$ cat config.mk
export PLATFORM = sky130hd
export DESIGN_NAME = lea_micro_op_expander_core
export DESIGN_NICKNAME = d
export VERILOG_FILES = /design/src/rtl/lme_pkg.sv /design/src/rtl/lme_ucode_rom.sv /design/src/rtl/lea_micro_op_expander_core.sv
export SDC_FILE = /design/constraint.sdc
export NUM_CORES = 1
export LEC_CHECK = 0
export BUFFER_PORTS_ARGS = -buffer_cell sky130_fd_sc_hd__buf_2
export CELL_PAD_IN_SITES_DETAIL_PLACEMENT = 0
export CELL_PAD_IN_SITES_GLOBAL_PLACEMENT = 1
export CORE_ASPECT_RATIO = 0.8
export CORE_MARGIN = 2
export CORE_UTILIZATION = 41
export DETAILED_ROUTE_END_ITERATION = 10
export PLACE_DENSITY = 0.77
export SYNTH_ARGS = -nofsm -noshare
export SYNTH_HDL_FRONTEND = slang
export SYNTH_SLANG_ARGS = --single-unit
$ cat constraint.sdc
create_clock -name clk -period 9.2 [get_ports clk]
set_clock_uncertainty 0.2 [all_clocks]
set_input_delay 0 -clock clk [delete_from_list [all_inputs] [get_ports clk]]
set_output_delay 0 -clock clk [all_outputs]
set_load 0.05 [all_outputs]
$ cat src/rtl/lme_pkg.sv
// ----------------------------------------------------------------------------
// lme_pkg
// Shared types and constants for the LEA micro-op expander: micro-op kinds,
// microcode control word layout and program entry addresses.
// ----------------------------------------------------------------------------
package lme_pkg;

  typedef enum logic [2:0] {
    UOP_MOV_REG = 3'd0,
    UOP_MOV_IMM = 3'd1,
    UOP_ADD_REG = 3'd2,
    UOP_ADD_IMM = 3'd3,
    UOP_SHL_IMM = 3'd4,
    UOP_MUL_IMM = 3'd5
  } uop_kind_t;

  typedef enum logic [1:0] {
    SRC_ZERO  = 2'd0,
    SRC_BASE  = 2'd1,
    SRC_INDEX = 2'd2,
    SRC_DEST  = 2'd3
  } src_sel_t;

  typedef enum logic [1:0] {
    IMM_ZERO  = 2'd0,
    IMM_SCALE = 2'd1,
    IMM_MUL   = 2'd2,
    IMM_DISP  = 2'd3
  } imm_sel_t;

  // emit condition of a microcode step
  typedef enum logic [3:0] {
    C_ALWAYS    = 4'd0,
    C_D_NE_B    = 4'd1,
    C_D_NE_X    = 4'd2,
    C_SCALE     = 4'd3,
    C_HAS_BASE  = 4'd4,
    C_HAS_INDEX = 4'd5,
    C_MUL_W     = 4'd6,
    C_ADD_W     = 4'd7,
    C_DISP      = 4'd8,
    C_NONE_YET  = 4'd9
  } cond_t;

  localparam int PC_W = 4;

  typedef struct packed {
    uop_kind_t kind;
    src_sel_t  src;
    imm_sel_t  imm;
    cond_t     cond;
    logic      rpt;   // repeat 2^scale times while the condition holds
    logic      jmp;   // continue at the common tail
    logic      fin;   // last step of the program
  } ctrl_t;

  typedef struct packed {
    uop_kind_t   kind;
    logic [3:0]  dest;
    logic [3:0]  src;
    logic [31:0] imm;
  } uop_t;

  // program entry points
  localparam logic [PC_W-1:0] ENT_W_IDX_DST  = 4'd0;
  localparam logic [PC_W-1:0] ENT_W_BASE     = 4'd2;
  localparam logic [PC_W-1:0] ENT_W_INDEX    = 4'd5;
  localparam logic [PC_W-1:0] ENT_DISP_ONLY  = 4'd7;
  localparam logic [PC_W-1:0] ENT_N_ALL_SAME = 4'd8;
  localparam logic [PC_W-1:0] ENT_N_BASE     = 4'd9;
  localparam logic [PC_W-1:0] ENT_N_INDEX    = 4'd11;
  localparam logic [PC_W-1:0] ENT_TAIL       = 4'd14;

  localparam logic [3:0] REG_LIMIT = 4'd10;

endpackage

$ cat src/rtl/lme_ucode_rom.sv
// ----------------------------------------------------------------------------
// lme_ucode_rom
// Microcode program store: one control word per step address.
// ----------------------------------------------------------------------------
module lme_ucode_rom (
  input  logic [lme_pkg::PC_W-1:0] pc,
  output lme_pkg::ctrl_t           word
);

  always_comb begin
    case (pc)
      // 64-bit, index is dest, base differs: shift then add base
      4'd0:  word = '{lme_pkg::UOP_SHL_IMM, lme_pkg::SRC_ZERO,  lme_pkg::IMM_SCALE,
                      lme_pkg::C_SCALE,    1'b0, 1'b0, 1'b0};
      4'd1:  word = '{lme_pkg::UOP_ADD_REG, lme_pkg::SRC_BASE,  lme_pkg::IMM_ZERO,
                      lme_pkg::C_ALWAYS,   1'b0, 1'b1, 1'b0};
      // 64-bit with base
      4'd2:  word = '{lme_pkg::UOP_MOV_REG, lme_pkg::SRC_BASE,  lme_pkg::IMM_ZERO,
                      lme_pkg::C_D_NE_B,   1'b0, 1'b0, 1'b0};
      4'd3:  word = '{lme_pkg::UOP_MUL_IMM, lme_pkg::SRC_ZERO,  lme_pkg::IMM_MUL,
                      lme_pkg::C_MUL_W,    1'b0, 1'b0, 1'b0};
      4'd4:  word = '{lme_pkg::UOP_ADD_REG, lme_pkg::SRC_INDEX, lme_pkg::IMM_ZERO,
                      lme_pkg::C_ADD_W,    1'b1, 1'b1, 1'b0};
      // 64-bit index only
      4'd5:  word = '{lme_pkg::UOP_MOV_REG, lme_pkg::SRC_INDEX, lme_pkg::IMM_ZERO,
                      lme_pkg::C_D_NE_X,   1'b0, 1'b0, 1'b0};
      4'd6:  word = '{lme_pkg::UOP_SHL_IMM, lme_pkg::SRC_ZERO,  lme_pkg::IMM_SCALE,
                      lme_pkg::C_SCALE,    1'b0, 1'b1, 1'b0};
      // displacement only, either width
      4'd7:  word = '{lme_pkg::UOP_MOV_IMM, lme_pkg::SRC_ZERO,  lme_pkg::IMM_DISP,
                      lme_pkg::C_ALWAYS,   1'b0, 1'b1, 1'b0};
      // 32-bit, base, index and dest all the same
      4'd8:  word = '{lme_pkg::UOP_MUL_IMM, lme_pkg::SRC_ZERO,  lme_pkg::IMM_MUL,
                      lme_pkg::C_ALWAYS,   1'b0, 1'b1, 1'b0};
      // 32-bit with base
      4'd9:  word = '{lme_pkg::UOP_MOV_REG, lme_pkg::SRC_BASE,  lme_pkg::IMM_ZERO,
                      lme_pkg::C_D_NE_B,   1'b0, 1'b0, 1'b0};
      4'd10: word = '{lme_pkg::UOP_ADD_REG, lme_pkg::SRC_INDEX, lme_pkg::IMM_ZERO,
                      lme_pkg::C_HAS_INDEX, 1'b1, 1'b1, 1'b0};
      // 32-bit index path
      4'd11: word = '{lme_pkg::UOP_MOV_REG, lme_pkg::SRC_INDEX, lme_pkg::IMM_ZERO,
                      lme_pkg::C_D_NE_X,   1'b0, 1'b0, 1'b0};
      4'd12: word = '{lme_pkg::UOP_SHL_IMM, lme_pkg::SRC_ZERO,  lme_pkg::IMM_SCALE,
                      lme_pkg::C_SCALE,    1'b0, 1'b0, 1'b0};
      4'd13: word = '{lme_pkg::UOP_ADD_REG, lme_pkg::SRC_BASE,  lme_pkg::IMM_ZERO,
                      lme_pkg::C_HAS_BASE, 1'b0, 1'b0, 1'b0};
      // common tail: displacement add, then mov-to-self if nothing came out
      4'd14: word = '{lme_pkg::UOP_ADD_IMM, lme_pkg::SRC_ZERO,  lme_pkg::IMM_DISP,
                      lme_pkg::C_DISP,     1'b0, 1'b0, 1'b0};
      default: word = '{lme_pkg::UOP_MOV_REG, lme_pkg::SRC_DEST, lme_pkg::IMM_ZERO,
                      lme_pkg::C_NONE_YET, 1'b0, 1'b0, 1'b1};
    endcase
  end

endmodule

$ cat src/rtl/lea_micro_op_expander_core.sv
// ----------------------------------------------------------------------------
// lea_micro_op_expander_core
// Expands one packed LEA request into a run of simple ALU micro-ops.
// ----------------------------------------------------------------------------
// Usage:
//   Slave side takes one request: s_tdata is the 64-bit packed payload,
//   s_tuser the width select (0 = 32-bit, 1 = 64-bit). Master side returns
//   one to ten micro-ops per request; m_tlast marks the final one of a
//   request and m_tuser flags the single result of a malformed request.
//   A request is checked in the cycle it is taken; a bad one goes through an
//   error state that registers its error result. A good one walks the
//   16-step microcode store, one step per cycle unless the output stalls:
//   3 to 5 steps plus up to 7 extra passes of the index-add loop. The newest
//   micro-op waits in a hold register until another follows or the program
//   ends, so m_tlast is known when it goes out. One request is in work at a
//   time; s_tready is high again in the cycle the last micro-op shows on the
//   master side, so the next request can be taken while that result waits.
//   A stall on m_tready freezes the sequencer; nothing is dropped.
//   Reset (rst, synchronous) empties the output register and returns to idle.
// ----------------------------------------------------------------------------
module lea_micro_op_expander_core (
  input  logic        clk,
  input  logic        rst,
  input  logic        s_tvalid,
  output logic        s_tready,
  input  logic [63:0] s_tdata,   // payload
  input  logic        s_tuser,   // width select (0 = 32-bit, 1 = 64-bit)
  output logic        m_tvalid,
  input  logic        m_tready,
  output logic [47:0] m_tdata,   // uop_kind, dest_reg, source_reg, immediate, is_wide
  output logic        m_tuser,   // is_error
  output logic        m_tlast    // is_last
);

  typedef enum logic [2:0] {
    ST_IDLE = 3'b001,
    ST_RUN  = 3'b010,
    ST_ERR  = 3'b100
  } state_t;

  state_t state;

  logic [lme_pkg::PC_W-1:0] pc;
  logic [2:0]  rep;
  logic [3:0]  d, b, x;
  logic [1:0]  sc;
  logic        hx, hb, wide;
  logic [31:0] disp;

  lme_pkg::uop_t hold;
  logic          hold_valid;
  lme_pkg::uop_t out_uop;
  logic          out_wide, out_err, out_last;

  lme_pkg::ctrl_t word;
  lme_pkg::uop_t  uop_next;
  logic           emit;
  logic           adv;
  logic           rep_done;
  logic [3:0]     n;
  logic           out_load;

  // request fields
  logic [3:0] in_d, in_b, in_x;
  logic [1:0] in_sc;
  logic       in_hx, in_hb, in_bad;
  logic [lme_pkg::PC_W-1:0] entry;

  assign in_d  = s_tdata[3:0];
  assign in_b  = s_tdata[7:4];
  assign in_x  = s_tdata[11:8];
  assign in_sc = s_tdata[13:12];
  assign in_hx = s_tdata[14];
  assign in_hb = s_tdata[15];

  always_comb begin
    in_bad = (s_tdata[63:48] != 16'd0) || (in_d > lme_pkg::REG_LIMIT);
    if (in_hb ? (in_b > lme_pkg::REG_LIMIT) : (in_b != 4'd0)) in_bad = 1'b1;
    if (in_hx ? (in_x > lme_pkg::REG_LIMIT) : (in_x != 4'd0 || in_sc != 2'd0)) in_bad = 1'b1;
  end

  // program selection follows the separate 64-bit and 32-bit aliasing rules
  always_comb begin
    if (s_tuser) begin
      if (in_hb && in_hx && in_d == in_x && in_d != in_b) entry = lme_pkg::ENT_W_IDX_DST;
      else if (in_hb)                                     entry = lme_pkg::ENT_W_BASE;
      else if (in_hx)                                     entry = lme_pkg::ENT_W_INDEX;
      else                                                entry = lme_pkg::ENT_DISP_ONLY;
    end else begin
      if (in_hb && in_hx && in_d == in_b && in_d == in_x) entry = lme_pkg::ENT_N_ALL_SAME;
      else if (in_hb && (!in_hx || in_d != in_x))         entry = lme_pkg::ENT_N_BASE;
      else if (in_hx)                                     entry = lme_pkg::ENT_N_INDEX;
      else                                                entry = lme_pkg::ENT_DISP_ONLY;
    end
  end

  lme_ucode_rom u_rom (
    .pc   (pc),
    .word (word)
  );

  assign n        = 4'd1 << sc;
  assign rep_done = (rep == 3'(n - 4'd1));
  assign adv      = !m_tvalid || m_tready;

  always_comb begin
    case (word.cond)
      lme_pkg::C_ALWAYS:    emit = 1'b1;
      lme_pkg::C_D_NE_B:    emit = (d != b);
      lme_pkg::C_D_NE_X:    emit = (d != x);
      lme_pkg::C_SCALE:     emit = (sc != 2'd0);
      lme_pkg::C_HAS_BASE:  emit = hb;
      lme_pkg::C_HAS_INDEX: emit = hx;
      lme_pkg::C_MUL_W:     emit = hx && (d == x) && (sc != 2'd0);
      lme_pkg::C_ADD_W:     emit = hx && !((d == x) && (sc != 2'd0));
      lme_pkg::C_DISP:      emit = (disp != 32'd0) && (hb || hx);
      lme_pkg::C_NONE_YET:  emit = !hold_valid;
      default:              emit = 1'b0;
    endcase
  end

  always_comb begin
    uop_next.kind = word.kind;
    uop_next.dest = d;
    case (word.src)
      lme_pkg::SRC_BASE:  uop_next.src = b;
      lme_pkg::SRC_INDEX: uop_next.src = x;
      lme_pkg::SRC_DEST:  uop_next.src = d;
      default:            uop_next.src = 4'd0;
    endcase
    case (word.imm)
      lme_pkg::IMM_SCALE: uop_next.imm = {30'd0, sc};
      lme_pkg::IMM_MUL:   uop_next.imm = {28'd0, n} + 32'd1;
      lme_pkg::IMM_DISP:  uop_next.imm = disp;
      default:            uop_next.imm = 32'd0;
    endcase
  end

  // output register takes a new result this cycle
  assign out_load = adv && ((state == ST_ERR) ||
                            ((state == ST_RUN) && (word.fin || (emit && hold_valid))));

  assign s_tready = (state == ST_IDLE);

  always_ff @(posedge clk) begin
    if (rst) begin
      state      <= ST_IDLE;
      pc         <= '0;
      rep        <= '0;
      hold_valid <= 1'b0;
      m_tvalid   <= 1'b0;
    end else begin
      if (out_load) m_tvalid <= 1'b1;
      else if (m_tready) m_tvalid <= 1'b0;
      case (state)
        ST_IDLE: begin
          if (s_tvalid) begin
            d          <= in_d;
            b          <= in_b;
            x          <= in_x;
            sc         <= in_sc;
            hx         <= in_hx;
            hb         <= in_hb;
            disp       <= s_tdata[47:16];
            wide       <= s_tuser;
            pc         <= entry;
            rep        <= '0;
            hold_valid <= 1'b0;
            state      <= in_bad ? ST_ERR : ST_RUN;
          end
        end
        ST_ERR: begin
          if (adv) begin
            out_uop  <= '0;
            out_wide <= 1'b0;
            out_err  <= 1'b1;
            out_last <= 1'b1;
            state    <= ST_IDLE;
          end
        end
        ST_RUN: begin
          if (adv) begin
            if (word.fin) begin
              out_uop    <= emit ? uop_next : hold;
              out_wide   <= wide;
              out_err    <= 1'b0;
              out_last   <= 1'b1;
              hold_valid <= 1'b0;
              state      <= ST_IDLE;
            end else begin
              if (emit) begin
                // release the previous micro-op now that another follows it
                if (hold_valid) begin
                  out_uop  <= hold;
                  out_wide <= wide;
                  out_err  <= 1'b0;
                  out_last <= 1'b0;
                end
                hold       <= uop_next;
                hold_valid <= 1'b1;
              end
              if (word.rpt && emit && !rep_done) begin
                rep <= rep + 3'd1;
              end else begin
                rep <= '0;
                pc  <= word.jmp ? lme_pkg::ENT_TAIL : pc + 4'd1;
              end
            end
          end
        end
        default: state <= ST_IDLE;
      endcase
    end
  end

  assign m_tdata = {4'd0, out_wide, out_uop.imm, out_uop.src, out_uop.dest, out_uop.kind};
  assign m_tuser = out_err;
  assign m_tlast = out_last;

endmodule

# --- Yosys cells after proc, flatten, opt, wreduce, memory -nomap -nowiden ---
# Memories as Yosys holds them, arrays and structs flattened. A register that Yosys moved wholly into a read port is not among the register bits.
# Cells that the tools add are included.
# Widths: inputs -> output; s select.
op_classes:
  n_reduce_logical: 45
  n_lt_le_gt_ge: 3
  bitwise: 2
  addsub: 4
  n_div: 0
  n_mux: 62
  mul: 0
  eq_ne: 34
  n_shift: 1
op_table:
  columns: ["cell", "n"]
  rows:
  - ["$mux 43", 6]
  - ["$pmux 32 s3", 1]
  - ["$pmux 43 s2", 1]
  - ["$mux 4", 11]
  - ["$mux 3", 11]
  - ["$reduce_bool 32->1", 1]
  - ["$mux 1", 22]
  - ["$eq 4x3->1 const B", 4]
  - ["$logic_and 1x1->1", 16]
  - ["$ne 4x4->1", 4]
  - ["$reduce_and 4->1", 4]
  - ["$reduce_bool 16->1", 1]
  - ["$eq 4x4->1", 3]
  - ["$gt 4x4->1 const B", 3]
  - ["$ne 2x2->1 const B", 6]
  - ["$pmux 4 s3", 1]
  - ["$pmux 1 s10", 1]
  - ["$reduce_bool 2->1", 5]
  - ["$pmux 3 s3", 1]
  - ["$eq 2x2->1 const B", 4]
  - ["$eq 4x2->1 const B", 2]
  - ["$eq 4x4->1 const B", 2]
  - ["$pmux 1 s2", 4]
  - ["$pmux 4 s2", 1]
  - ["other kinds (22)", 36]
totals:
  word_cells: 176
  out_inout_bits: 52
  ram_bits: 0
  memories: 1
  rom_bits: 224
  regBits: 150
  latchBits: 0
  in_bits: 69
mem_list:
  columns: ["memory", "depth", "width", "read_ports", "rd_clocked_by_memory_dff", "write_ports", "line", "source"]
  rows:
  - ["(name not given)", 16, 14, 1, 1, 0, "lme_ucode_rom.sv:11", "case (pc)"]

# --- Depth between registers and ports, before layout ---
depth:
  word_depth: 13
  depth_mapped: 15
  ltp_nobuf: 13

# --- Hierarchy ---
# From an unflattened synthesis, not the netlist that was laid out.
unflattened:
  hier_cells: 646
  area_unflattened_um2: 7877.6
by_module_without_submodules:
  columns: ["mod", "cells_each", "seq_area_each_um2", "instances", "area_per_inst_um2"]
  rows:
  - ["lea_micro_op_expander_core", 599, 4384.2, 1, 7509.7]
  - ["lme_ucode_rom", 47, 0.0, 1, 367.9]

# --- Worst setup path before layout ---
# Ideal clock, no wire load.
synth_path:
  kind: "register to register"
  from: "register d[0]"
  to: "register out_uop (netlist bit m_tdata[0]) (enable)"
  arrival_ns: 8.793
  t_required_ns: 8.304
  synth_period_minus_slack_ns: 9.690
  stages_incl_launch_ff: 7
  path_slack_ns: -0.490
  setup_ns: 0.696
  cell_sequence: "edfxtp_1 -> xnor2_2 -> nand4_1 -> or4b_4 -> nand3_1 -> o21ai_0 -> a2111oi_0"
synth_between:
  elab_chain_cells: 7
synth_rtl:
  columns: ["element", "line", "source"]
  rows:
  - ["from (decl)", "lea_micro_op_expander_core.sv:45", "logic [3:0] d, b, x;"]
  - ["from (signal assigned)", "lea_micro_op_expander_core.sv:158", "d <= in_d;"]
  - ["$eq 4x4->1", "lea_micro_op_expander_core.sv:114, lea_micro_op_expander_core.sv:115", null]
  - ["$logic_and 1x1->1", "lea_micro_op_expander_core.sv:115", "lme_pkg::C_ADD_W: emit = hx && !((d == x) && (sc != 2'd0));"]
  - ["$logic_not 1->1", "lea_micro_op_expander_core.sv:115", null]
  - ["$logic_and 1x1->1", "lea_micro_op_expander_core.sv:115", null]
  - ["$pmux 1 s10 (*)", "lea_micro_op_expander_core.sv:107", "case (word.cond)"]
  - ["$ne 3x3->1 (no line) (*)", null, null]
  - ["$reduce_and 6->1 (no line) (*)", null, null]
  - ["to (signal assigned)", "lea_micro_op_expander_core.sv:184", "out_uop <= emit ? uop_next : hold;"]
  - ["to (signal assigned)", "lea_micro_op_expander_core.sv:194", "out_uop <= hold;"]
  - ["to (decl)", "lea_micro_op_expander_core.sv:52", "lme_pkg::uop_t out_uop;"]
# Mark *: on every way between the ends. The rest lies on a longest branch, timed or not.
# A chain may end at the register's enable or synchronous reset.

# --- Final worst setup path ---
layout_path:
  from: "register sc[1]"
  to: "register, netlist name u_rom.word[12]"
layout_between:
  elab_chain_cells: 11
layout_rtl:
  columns: ["element", "line", "source"]
  rows:
  - ["from (decl)", "lea_micro_op_expander_core.sv:46", "logic [1:0] sc;"]
  - ["from (signal assigned)", "lea_micro_op_expander_core.sv:161", "sc <= in_sc;"]
  - ["parallel branches: the longest is 6 deep, another holds $sub 3x1->3", null, null]
  - ["$logic_and 1x1->1 (*)", "lea_micro_op_expander_core.sv:202", "if (word.rpt && emit && !rep_done) begin"]
  - ["$ne 2x2->1 (no line) (*)", null, null]
  - ["$reduce_and 5->1 (no line) (*)", null, null]
  - ["$mux 4 (no line) (*) (2 in series)", null, null]
# Every way passes the cells marked *.

==> reports/metrics.sh <==
GRT_SETUP_UNREPAIRED='false'
DRV_CAP=0
HOLD_BUFFERS=54
FINAL_CELL_AREA_SQ_UM=9790
GRT_PASS1_WL_MICRONS=30300
AVGSYNTHCELLAREA_SQ_UM=12.0
DRIVE_ABOVE_1_SHARE_PCT=27.9
GRT_ANTENNA_BEFORE_REPAIR=1
NNETSFINAL=894
IO-PIN-COUNT=121
DPL.HPWL_MICRONS=13100
SEQ_AREA_FRAC_SYNTH_PCT=59.2
CLOCK-SINKS=163
VIAS=5794
CTSHTREEMAXLEVEL=4
WORST-ENDPOINT-REQUIRED_NS=9.34
CRITICAL_PATH.MAX_FANOUT=8
SYNTH-MAIN-FF-CELL='sky130_fd_sc_hd__edfxtp_1'
FINALWEIGHTEDCONGESTION=0.874
DETAILED_ROUTE_WIRE_LENGTH_PER_CELL_MICRONS=17.8
HP-CLASS='primary input to flop'
FP.DIEAREA_SQ_UM=20300
POWER_PER_CELL_AREA_nW_PER_UM2=201
DETAILED_PLACE.AREA_SQ_UM=8650
SYNTH.FF_LATCH_COUNT=163
DR_DRC_COUNT=0
BUFFER_PORTS.INSERTED=116
START_KIND='flop'
DETAIL_ROUTE.ITER0.VIOLATIONS=433
ROOT_BUFFER='sky130_fd_sc_hd__clkbuf_16'
STATIC_LEAK_nW=3.79
NUMBER_OF_GLOBAL_ROUTE_VIAS_BEFORE_REPAIR=5534
POSTSYNTH.ASYNCRESETSHARE_PCT=0
VIAS_PER_CELL=5.33
CTS_TREE='yes'
CRITPATHKIND='flop to flop'
INITIAL_CORE_UTIL_PCT=41.6
ANTENNADIODECOUNT=0
CORE_AREA_SQ_UM=18900
POST_CTS_RESIZE_COUNT=0
POSTROUTEWIRELENGTH_MICRONS=19400
NUMBER_OF_HOLD_VIOLATIONS_IN_THE_FINAL_REPORT=0
SYN2LAYOUT_AREA_GROWTH_PCT=24.8
WORST_SETUP_HOLD_PATH_CLK_SLEW_NS=0.06
RUN_STATUS='finished, final reports clean'
END_KIND='flop'
GRT_USAGE_PCT=19.7
CTS_BUFFERS=17
GRT_REMAINING_OVERFLOW=0
SYNTH_ENABLE_FLOP_CELLS=138
FILLERS=1641
ROWS=45
FLOORPLAN.DIE.WIDTH_MICRONS=159
DRTANTENNAVIOLNETS=0
DRT_PRE_ANTENNA_ITERS=5
TIMING_WORST_SLEW_PIN_VALUE_NS=1.05
SYNTH.LIB_CELLS_USED.DISTINCT=80
SETUP_TNS_FINAL_NS=0
TIMING.MAX_SLEW.REL_SLACK_PCT=30.0
CLK-INSERTION-DELAY-LATE_NS=0.42
SYNTH_AREA_SQ_UM=7840
SYNTH-WARNING-COUNT=0
SYNTHDOMINANTCELLAREASHARE_PCT=52.8
SYNTHESIS.INSTANCES=656
LARGEST_NET_DEGREE_AT_THE_START_OF_GLOBAL_ROUTING=50
ARRIVAL_NS=4.22
NETLIST_TOP_CELLS_AREA='sky130_fd_sc_hd__edfxtp_1, sky130_fd_sc_hd__dfxtp_1, sky130_fd_sc_hd__nand2_1, sky130_fd_sc_hd__o211a_1, sky130_fd_sc_hd__mux2_2'
CLOCK_TREE.BUFFER_DEPTH=2
FF2FF_SETUP_SLACK_NS=5.12
REPORT.FINAL.SLEW_VIOL_COUNT=0
LAYOUT_WORST_PATH_CYCLE_SHARE_PCT=44.3
DIE_HEIGHT_MICRONS=128
POST_CTS_SETUP_INSERTS=0
FMAX_MHz=245
SETUP-VIOLATIONS-FINAL=0
MIN_PERIOD_NS=4.08
POST-SYNTH-TOP-AREA-CELL='sky130_fd_sc_hd__edfxtp_1'
VDD.IR_DROP.WORST_V=0.000116
metrics by stage:
| stage | setup slack (ns) | power (W) | hold slack (ns) | util (%) | std cells |
|---|---|---|---|---|---|
| 6_report | 5.12 | 0.00196 | 0.0334 | 51.9 | 1087 |
| 5_1_grt | 4.84 | 0.00205 | 0.0411 | 51.9 | 1087 |
| 4_1_cts | 5.11 | 0.00197 | 0.00597 | 51.9 | 1087 |
| 3_5_place_dp | 5.13 | 0.00125 | -0.0219 | 45.9 | 1001 |
| 3_3_place_gp | 5.11 | 0.00124 | -0.0234 | 45.9 | 1001 |
| 2_1_floorplan | 1.75 | 0.00115 | -0.101 | - | 659 |
cell usage after synthesis (4+ instances only):
| cell type | count |
|---|---|
| sky130_fd_sc_hd__mux2i_1 | 13 |
| sky130_fd_sc_hd__ha_1 | 9 |
| sky130_fd_sc_hd__a31oi_1 | 7 |
| sky130_fd_sc_hd__and2_1 | 5 |
| sky130_fd_sc_hd__o211a_1 | 28 |
| sky130_fd_sc_hd__buf_4 | 7 |
| sky130_fd_sc_hd__nand2_1 | 75 |
| sky130_fd_sc_hd__edfxtp_1 | 138 |
| sky130_fd_sc_hd__a21oi_1 | 8 |
| sky130_fd_sc_hd__xnor2_1 | 11 |
| sky130_fd_sc_hd__nor3_1 | 17 |
| sky130_fd_sc_hd__mux2_2 | 21 |
| sky130_fd_sc_hd__o31ai_1 | 6 |
| sky130_fd_sc_hd__nand3_1 | 10 |
| sky130_fd_sc_hd__or2_2 | 28 |
| sky130_fd_sc_hd__nand2b_1 | 5 |
| sky130_fd_sc_hd__dfxtp_1 | 25 |
| sky130_fd_sc_hd__clkbuf_1 | 26 |
| sky130_fd_sc_hd__a22o_1 | 5 |
| sky130_fd_sc_hd__xor2_1 | 8 |
| sky130_fd_sc_hd__nand4_1 | 8 |
| sky130_fd_sc_hd__nor4_1 | 15 |
| sky130_fd_sc_hd__buf_2 | 4 |
| sky130_fd_sc_hd__o21ai_0 | 39 |
| sky130_fd_sc_hd__o211ai_1 | 4 |
| sky130_fd_sc_hd__nor2_1 | 46 |
| sky130_fd_sc_hd__nor2b_1 | 4 |
| sky130_fd_sc_hd__inv_1 | 12 |
| sky130_fd_sc_hd__o21ai_1 | 4 |
per-layer routing:
metal	vias up	track usage, %	share of wire, %
met2	174	30.2	46
li1	2765	-	-
met5	-	0	0
met4	0	5.67	1.8
met1	2820	28.6	48
met3	35	3.72	4.5
worst max-delay path: stages (launching register included):
cell	delay [ns]
sky130_fd_sc_hd__edfxtp_1	0.49
sky130_fd_sc_hd__nor2_1	0.42
sky130_fd_sc_hd__ha_1	0.35
sky130_fd_sc_hd__xnor2_1	0.13
sky130_fd_sc_hd__a21oi_1	0.24
sky130_fd_sc_hd__or2_1	0.33
sky130_fd_sc_hd__a21oi_2	0.08
sky130_fd_sc_hd__o211ai_1	0.36
sky130_fd_sc_hd__and2_1	0.42
sky130_fd_sc_hd__ha_1	0.38
sky130_fd_sc_hd__nand4_1	0.13
sky130_fd_sc_hd__mux2_2	0.29
sky130_fd_sc_hd__o221ai_1	0.16
power breakdown:
group | internal [W] | switching [W]
Combinational | 0.000145 | 0.000230
Sequential | 0.000847 | 0.0000320
Clock | 0.000426 | 0.000285
cell usage in the layout, fill, tap and decap left out, drive strengths merged, types with 6 or more instances in the layout:
cell         count
buf            123
a31oi            8
edfxtp         138
mux2            21
o211a           28
and2             6
xnor2           14
o31ai            7
or2             30
nand2           75
nand4            8
clkinv           6
a21oi            9
nor4            15
clkbuf          19
o21ai           44
dlygate4sd3     54
nor2            47
nand3           11
ha               9
mux2i           13
inv             17
xor2             8
dfxtp           25
nor3            18
final timing paths:
path	start	endpoint	cells after the start
worst max-delay path	sc[1]	u_rom.word[12]	12
worst min-delay path	m_tready	state[2]	4
worst max register to register	sc[1]	u_rom.word[12]	12
worst min register to register	wide	out_wide	1
flip-flops by register name (all words and copies together) (netlist names), 2 cells and up:
signal      count
m_tdata        43
b               4
state           3
hold           43
rep             3
sc              2
disp           32
u_rom.word     13
pc              4
x               4
d               4
layout make-up:
cell class	count	area [sq um]	area share, %
Sequential cell	163	4640	47.5
Multi-Input combinational cell	442	3000	30.6
Timing Repair Buffer	177	1170	12.0
Clock buffer	19	433	4.42
Tap cell	258	323	3.30
Clock inverter	13	158	1.61
Inverter	15	56.3	0.575
kinds of logic after synthesis:
kind of cell	synth area share, %
AND/OR/NAND/NOR	15.5
flip-flops	59.2
AO/OA/AOI/OAI	13.3
buffers and inverters	3.08
multiplexers	4.67
XOR/XNOR	2.74
adder cells (fa/ha/maj)	1.44
other	0.0478
No activity file was read; power rests on OpenSTA's default activity.
